===== config.mk =====
export PLATFORM = sky130hd
export DESIGN_NAME = leb_cell
export DESIGN_NICKNAME = d
export VERILOG_FILES = /design/src/hw/rtl/leb_pkg.sv /design/src/hw/rtl/leb_cell.sv
export SDC_FILE = /design/constraint.sdc
export NUM_CORES = 1
export LEC_CHECK = 0
export BUFFER_PORTS_ARGS = -buffer_cell sky130_fd_sc_hd__clkbuf_2
export CAP_MARGIN = 0
export CORE_MARGIN = 5
export CORE_UTILIZATION = 30
export CTS_CLUSTER_SIZE = 20
export DETAILED_ROUTE_END_ITERATION = 8
export PLACE_DENSITY = 0.65
export SETUP_SLACK_MARGIN = 0.5
export SYNTH_ARGS = -nofsm -noshare
export SYNTH_HDL_FRONTEND = slang
export SYNTH_SLANG_ARGS = --single-unit

===== constraint.sdc =====
create_clock -name clk_i -period 2.9 [get_ports clk_i]
set_input_delay 0.58 -clock clk_i [delete_from_list [all_inputs] [get_ports clk_i]]
set_output_delay 0.58 -clock clk_i [all_outputs]
set_load 0.02 [all_outputs]

===== src/hw/rtl/leb_pkg.sv =====
// ----------------------------------------------------------------------------
// leb_pkg: shared types and constants of the line edit buffer
// Word layouts, key operation codes, echo codes and cell commands.
// ----------------------------------------------------------------------------
`timescale 1ns / 1ps

package leb_pkg;

  // Line store depth, one cell per byte.
  localparam int unsigned LINE_DEPTH = 256;
  localparam int unsigned POS_W      = 8;

  // Largest cursor position a type may write: line plus terminator must fit.
  localparam logic [POS_W-1:0] TEXT_MAX = POS_W'(LINE_DEPTH - 2);

  localparam logic [6:0] CHAR_MIN   = 7'h20;
  localparam logic [7:0] CHAR_BLANK = 8'h20;

  // Key operations
  localparam logic [3:0] FUNC_TYPE   = 4'd0;
  localparam logic [3:0] FUNC_ENTER  = 4'd1;
  localparam logic [3:0] FUNC_STOP   = 4'd2;
  localparam logic [3:0] FUNC_CLEAR  = 4'd3;
  localparam logic [3:0] FUNC_BACK   = 4'd4;
  localparam logic [3:0] FUNC_LEFT   = 4'd5;
  localparam logic [3:0] FUNC_RIGHT  = 4'd6;
  localparam logic [3:0] FUNC_UP     = 4'd7;
  localparam logic [3:0] FUNC_DOWN   = 4'd8;
  localparam logic [3:0] FUNC_HOME   = 4'd9;
  localparam logic [3:0] FUNC_INSERT = 4'd10;
  localparam logic [3:0] FUNC_FETCH  = 4'd11;

  // Echo actions
  localparam logic [2:0] ECHO_NONE    = 3'd0;
  localparam logic [2:0] ECHO_CHAR    = 3'd1;
  localparam logic [2:0] ECHO_LEFT    = 3'd2;
  localparam logic [2:0] ECHO_RIGHT   = 3'd3;
  localparam logic [2:0] ECHO_BACK    = 3'd4;
  localparam logic [2:0] ECHO_INSERT  = 3'd5;
  localparam logic [2:0] ECHO_NEWLINE = 3'd6;
  localparam logic [2:0] ECHO_CLS     = 3'd7;

  // Line status
  localparam logic [1:0] STATUS_EDIT    = 2'd0;
  localparam logic [1:0] STATUS_ENTERED = 2'd1;
  localparam logic [1:0] STATUS_CANCEL  = 2'd2;

  // Configuration register indexes
  localparam logic [7:0] REG_SCREEN_WIDTH  = 8'd0;
  localparam logic [7:0] REG_LINE_CAPACITY = 8'd1;

  localparam logic [7:0] SCREEN_WIDTH_RST  = 8'd40;
  localparam logic [7:0] LINE_CAPACITY_RST = 8'd255;

  // Cell commands
  localparam logic [1:0] CMD_HOLD  = 2'd0;
  localparam logic [1:0] CMD_WRITE = 2'd1;  // load data at the cursor cell
  localparam logic [1:0] CMD_SHL   = 2'd2;  // close gap left of cursor
  localparam logic [1:0] CMD_SHR   = 2'd3;  // open gap at cursor, blank in

  typedef struct packed {
    logic [1:0]       mode;
    logic [POS_W-1:0] cursor;
    logic [POS_W-1:0] length;
    logic [7:0]       data;
  } leb_cmd_t;

  typedef struct packed {
    logic [3:0] func;
    logic [7:0] key_char;
    logic [7:0] read_index;
  } leb_in_t;

  typedef struct packed {
    logic [2:0] echo_code;
    logic [7:0] echo_char;
    logic [7:0] echo_repeat;
    logic [1:0] line_status;
    logic [7:0] line_length;
    logic [7:0] read_byte;
  } leb_out_t;

endpackage


===== src/hw/rtl/leb_cell.sv =====
// ----------------------------------------------------------------------------
// leb_cell: one byte cell of the line store
// Holds one byte; loads, takes its left or right neighbor, and masks readout.
// ----------------------------------------------------------------------------
`timescale 1ns / 1ps

module leb_cell (
  input  logic                      clk_i,
  input  logic [leb_pkg::POS_W-1:0] cell_index_i,
  input  leb_pkg::leb_cmd_t         cmd_i,
  input  logic [7:0]                left_i,
  input  logic [7:0]                right_i,
  input  logic [7:0]                read_index_i,
  output logic [7:0]                byte_o,
  output logic [7:0]                read_o
);

  logic [7:0]              byte_q, byte_d;
  logic [leb_pkg::POS_W:0] idx_inc;

  assign idx_inc = {1'b0, cell_index_i} + 1'b1;

  always_comb begin
    byte_d = byte_q;
    case (cmd_i.mode)
      leb_pkg::CMD_WRITE: begin
        if (cell_index_i == cmd_i.cursor) byte_d = cmd_i.data;
      end
      leb_pkg::CMD_SHL: begin
        // cells cursor-1 .. length-2 pull from the right
        if (idx_inc >= {1'b0, cmd_i.cursor} && idx_inc < {1'b0, cmd_i.length}) begin
          byte_d = right_i;
        end
      end
      leb_pkg::CMD_SHR: begin
        if (cell_index_i == cmd_i.cursor) begin
          byte_d = cmd_i.data;
        end else if (cell_index_i > cmd_i.cursor && cell_index_i <= cmd_i.length) begin
          byte_d = left_i;
        end
      end
      default: byte_d = byte_q;
    endcase
  end

  always_ff @(posedge clk_i) begin
    byte_q <= byte_d;
  end

  assign byte_o = byte_q;
  assign read_o = (cell_index_i == read_index_i) ? byte_q : 8'h00;

endmodule


# Word-level counts from Yosys, hierarchy flattened

Index checks and enable logic that the tools add are counted.

Register bits after elaboration: 8
Logic and storage cells: 24
Input port bits: 59
Output and inout port bits: 16

Reduce and logical (&&, ||, !) cells: 4
Multiplexer cells: 6
$lt $le $gt $ge: 4
Add/subtract/negate cells: 1
Eq/ne operators: 8

Operators by type and width:

| cell                  | count |
|---|---|
| $mux W8               | 5 |
| $pmux W8 S3           | 1 |
| $eq A8 B8 Y1          | 2 |
| $add A8 B1 Y9 const B | 1 |
| $ge A9 B8 Y1          | 1 |
| $lt A9 B8 Y1          | 1 |
| $gt A8 B8 Y1          | 1 |
| $le A8 B8 Y1          | 1 |
| $eq A2 B2 Y1 const B  | 2 |
| $ne A2 B2 Y1 const B  | 2 |
| $reduce_and A4 Y1     | 1 |
| $ne A3 B3 Y1 const B  | 1 |
| $reduce_bool A3 Y1    | 1 |
| $eq A2 B1 Y1 const B  | 1 |
| $logic_and A1 B1 Y1   | 2 |

# Depth between registers and ports, before layout

Word-level depth: 5
Depth in mapped cells: 11
Gate-level depth less buffers: 11

# Worst setup path after synthesis

No wires, ideal clock.

Kind: input to register
Start: input cell_index_i[0] in the netlist's numbering
End: register byte_q[0] (netlist: byte_o[0]), enable pin
Library setup time: 0.375 ns
Path buffers: 0
Slack: 0.029 ns
Cell stages on the path: 11
Arrival: 2.496 ns
Data required time: 2.525 ns
Cell sequence: ha_1 > nand3_2 > nor2_2 > xor2_1 > ha_1 > a211o_1 > nor2_1 > nor3_1 > a21oi_2 > nor2_1 > a21oi_1

Cells in the longest elaborated chain, start to end: 5
Elaborated cells between the ends (all ways): 12
Those cells by class: 1 x add/sub; 4 x order compare; 4 x eq/ne; 3 x reduce/logical

RTL lines:

| what                                         | RTL line       | source |
|---|---|---|
| start, declared                              | leb_cell.sv:9  | `input logic [leb_pkg::POS_W-1:0] cell_index_i,` |
| $add A8 B1 Y9                                | leb_cell.sv:21 | `assign idx_inc = {1'b0, cell_index_i} + 1'b1;` |
| $ge A9 B8 Y1 or $lt A9 B8 Y1 (tied branches) | leb_cell.sv:31 | `if (idx_inc >= {1'b0, cmd_i.cursor} && idx_inc < {1'b0, cmd_i.length}) begin` |
| $logic_and A1 B1 Y1                          | leb_cell.sv:31 |  |
| $ne A2 B2 Y1 (no source line)                | n/a            |  |
| $reduce_and A4 Y1 (no source line) (*)       | n/a            |  |
| end signal, assigned                         | leb_cell.sv:47 | `byte_q <= byte_d;` |
| end, declared                                | leb_cell.sv:18 | `logic [7:0] byte_q, byte_d;` |

Mark *: on every way between the ends. The rest lies on a longest branch, timed or not.
A chain may end at the register's enable or synchronous reset.

# Final worst setup path

Same ends and word-level chain as after synthesis.

==> flow_summary.json <==
{
  "status": "finished clean",
  "area_growth_pct": 50.0,
  "synth_top_area_cell": "ha_1",
  "critPathLaunchType": "input pin",
  "timing.fmax_mhz": 387,
  "final_antenna_net_count": 0,
  "synth.area.top_cells": "ha_1 28%, edfxtp_1 17%, xnor2_1 7.2%",
  "yosysSeqAreaShare_pct": 16.6,
  "dr.pass1.iters": 4,
  "wl_met2_um": 2250,
  "worst-path-buf-inv": 3,
  "min_period_over_period_pct": 89.2,
  "timing.critical_path.cells": "buf_8, ha_4, nand3_4, nor2_4, xor2_2, buf_4, buf_4, ha_1, and4_4, a2111oi_4, o21ai_2, o21ai_2, a21oi_4",
  "leakage_nw": 1.07,
  "hold_viol": 0,
  "rsz0062_at_grt": "true",
  "cts_made_buffers": 3,
  "fp.dieW_um": 79.5,
  "worst_pin_slew_ps": 401,
  "viasPerCell": 4.93,
  "power.density_nw_per_um2": 259,
  "hpwl_um": 3740,
  "drive_above_1_share_pct": 44.5,
  "hold_depth": 3,
  "dp.cells": 316,
  "largest_reg_flops": 8,
  "clk_pin_slew_ps": 40,
  "die_y_um": 79.5,
  "ys.flop_type": "edfxtp_1",
  "worst_ir_drop_vdd_uv": 135,
  "syn_area_sq_um": 1450,
  "fin_cells": 323,
  "cts_root_buf": "clkbuf_8",
  "cp.arrival_ps": 2540,
  "yosysWarnings": 0,
  "slowest_delay_ps": 350,
  "finalSetupViolCount": 0,
  "final_cell_area_sq_um": 2180,
  "grt_use_total_pct": 14.2,
  "routed_wl_um": 4520,
  "grt_start_max_net_pins": 12,
  "cp.required_ps": 2860,
  "synth_fp_nets": 260,
  "worst_path_max_delay_cell": "a2111oi_4",
  "end_kind": "flip-flop",
  "min_period_ps": 2590,
  "synth-edff-count": 8,
  "hp-class": "input pin to flip-flop",
  "antenna_found_initial": 0,
  "min_to": "byte_o[4]",
  "nets": 350,
  "cts_sinks": 8,
  "vias": 1591,
  "fin_ws_ps": 315,
  "grt_pass1_vias": 1592,
  "yosys.cell_types.count": 35,
  "clock_path_buffers": 2,
  "yosys-top-cells-count": "33 x ha_1, 16 x inv_1, 16 x o22ai_1",
  "yosys.area.top_type_share_pct": 28.5,
  "top_layer_used": "met4",
  "core_area_sq_um": 4720,
  "rows": 25,
  "synth.most_common_cell": "ha_1",
  "overflow": 0,
  "start_util_pct": 30.7,
  "wire_per_inst_um": 14.0,
  "antenna_cells": 0,
  "postCtsHoldBufs": 0,
  "synth-async-reset-ratio_pct": 0,
  "dpl_cell_area_sq_um": 1970,
  "synth_cells": 168,
  "syn_avg_cell_area_sq_um": 8.63,
  "synth_seq_cells": 8,
  "final_util_pct": 46.1,
  "cpLargestDelayFamily": "compound AO/OA/AOI/OAI gates",
  "slew_violations": 0,
  "wl_met3_um": 301,
  "grt_pass1_wl_um": 7240,
  "min_from": "right_i[4]",
  "post-route-drc-count": 0,
  "port_buffers": 74,
  "worst-path-max-fanout": 8,
  "slew_headroom_pct": 73.3,
  "initialDrtViolationCount": 70,
  "crit_type": "input pin to flip-flop",
  "drt-met1-wl_um": 1890,
  "dpl_worst_slack_ps": -140,
  "htree_levels": 1,
  "cts_tree": "yes",
  "io_pins": 75,
  "die_area_sq_um": 6320,
  "gp_congestion": 0.825,
  "maxCapViolCount": 0
}
-- where the power goes --
part           switching [W]  leakage, nW  internal [W]
registers         0.00000519       0.0757      0.000142
clock network      0.0000405       0.0216     0.0000896
logic               0.000148        0.972      0.000137
total               0.000194         1.07      0.000369
-- metal layers --
layer,vias to the layer above,track usage (%)
li1,803,-
met1,716,17.5
met2,64,25.5
met3,8,2.60
met4,0,3.26
met5,-,0
-- cells in the final DEF (no fill, tap or decap), types with 3 or more instances in the layout --
cell      Yosys  layout
a21oi_1      15      14
and2_1        8       8
buf_4         0      18
clkbuf_2      0      65
clkbuf_8      0       3
edfxtp_1      8       8
ha_1         33      32
inv_1        16      16
nand2_1       5       5
nand4_1       7       7
nor2_1        7       6
nor3_1        3       3
o21ai_0       4       4
o22ai_1      16      16
xnor2_1      12      10
-- final cells by class --
cell class / count / area (sq um)
inverter: 16 / 60.1
clock buffer: 3 / 41.3
sequential: 8 / 240
multi-input combinational: 140 / 1230
fill: 465 / 2550
timing repair buffer: 89 / 523
tap: 67 / 83.8
-- repair_timing --
action / CTS / global route
gates cloned: 0 / 0
setup endpoints to repair: 8 / 16
setup buffers: 3 / 1
pin swaps: 8 / 10
resized for setup: 9 / 25
-- how the worst max path moves through the flow --
stage                                from         to  slack (ps)  cells after the start
after CTS                 cell_index_i[0]  byte_o[0]         290                     12
after floorplan           cell_index_i[0]  byte_o[0]         270                     11
after detailed placement  cell_index_i[0]  byte_o[5]        -140                     12
final                     cell_index_i[0]  byte_o[0]         310                     13
after global placement    cell_index_i[1]  byte_o[5]         -80                     12
after global routing      cell_index_i[1]  byte_o[6]         230                     13
-- cells by family (layout without fill, tap and decap cells) --
kind of cell | Yosys count | in the layout | synth area share [%]
DFF | 8 | 8 | 16.6
and+or+nand+nor | 43 | 43 | 17.9
xor gates and xnor gates | 14 | 14 | 8.46
AOI/OAI and AO/OA | 50 | 50 | 22.3
buffers and inverters | 20 | 108 | 6.38
adders and majority gates | 33 | 33 | 28.5
-- stage by stage --
step / total power (W) / TNS [ps] / hold WS [ps]
floorplan: 0.000300 / 0 / 841
global placement: 0.000399 / -613 / 944
detailed placement: 0.000406 / -1110 / 951
CTS: 0.000550 / 0 / 722
global route: 0.000604 / 0 / 724
finish: 0.000563 / 0 / 719
Power figures use the tool's default switching activity.
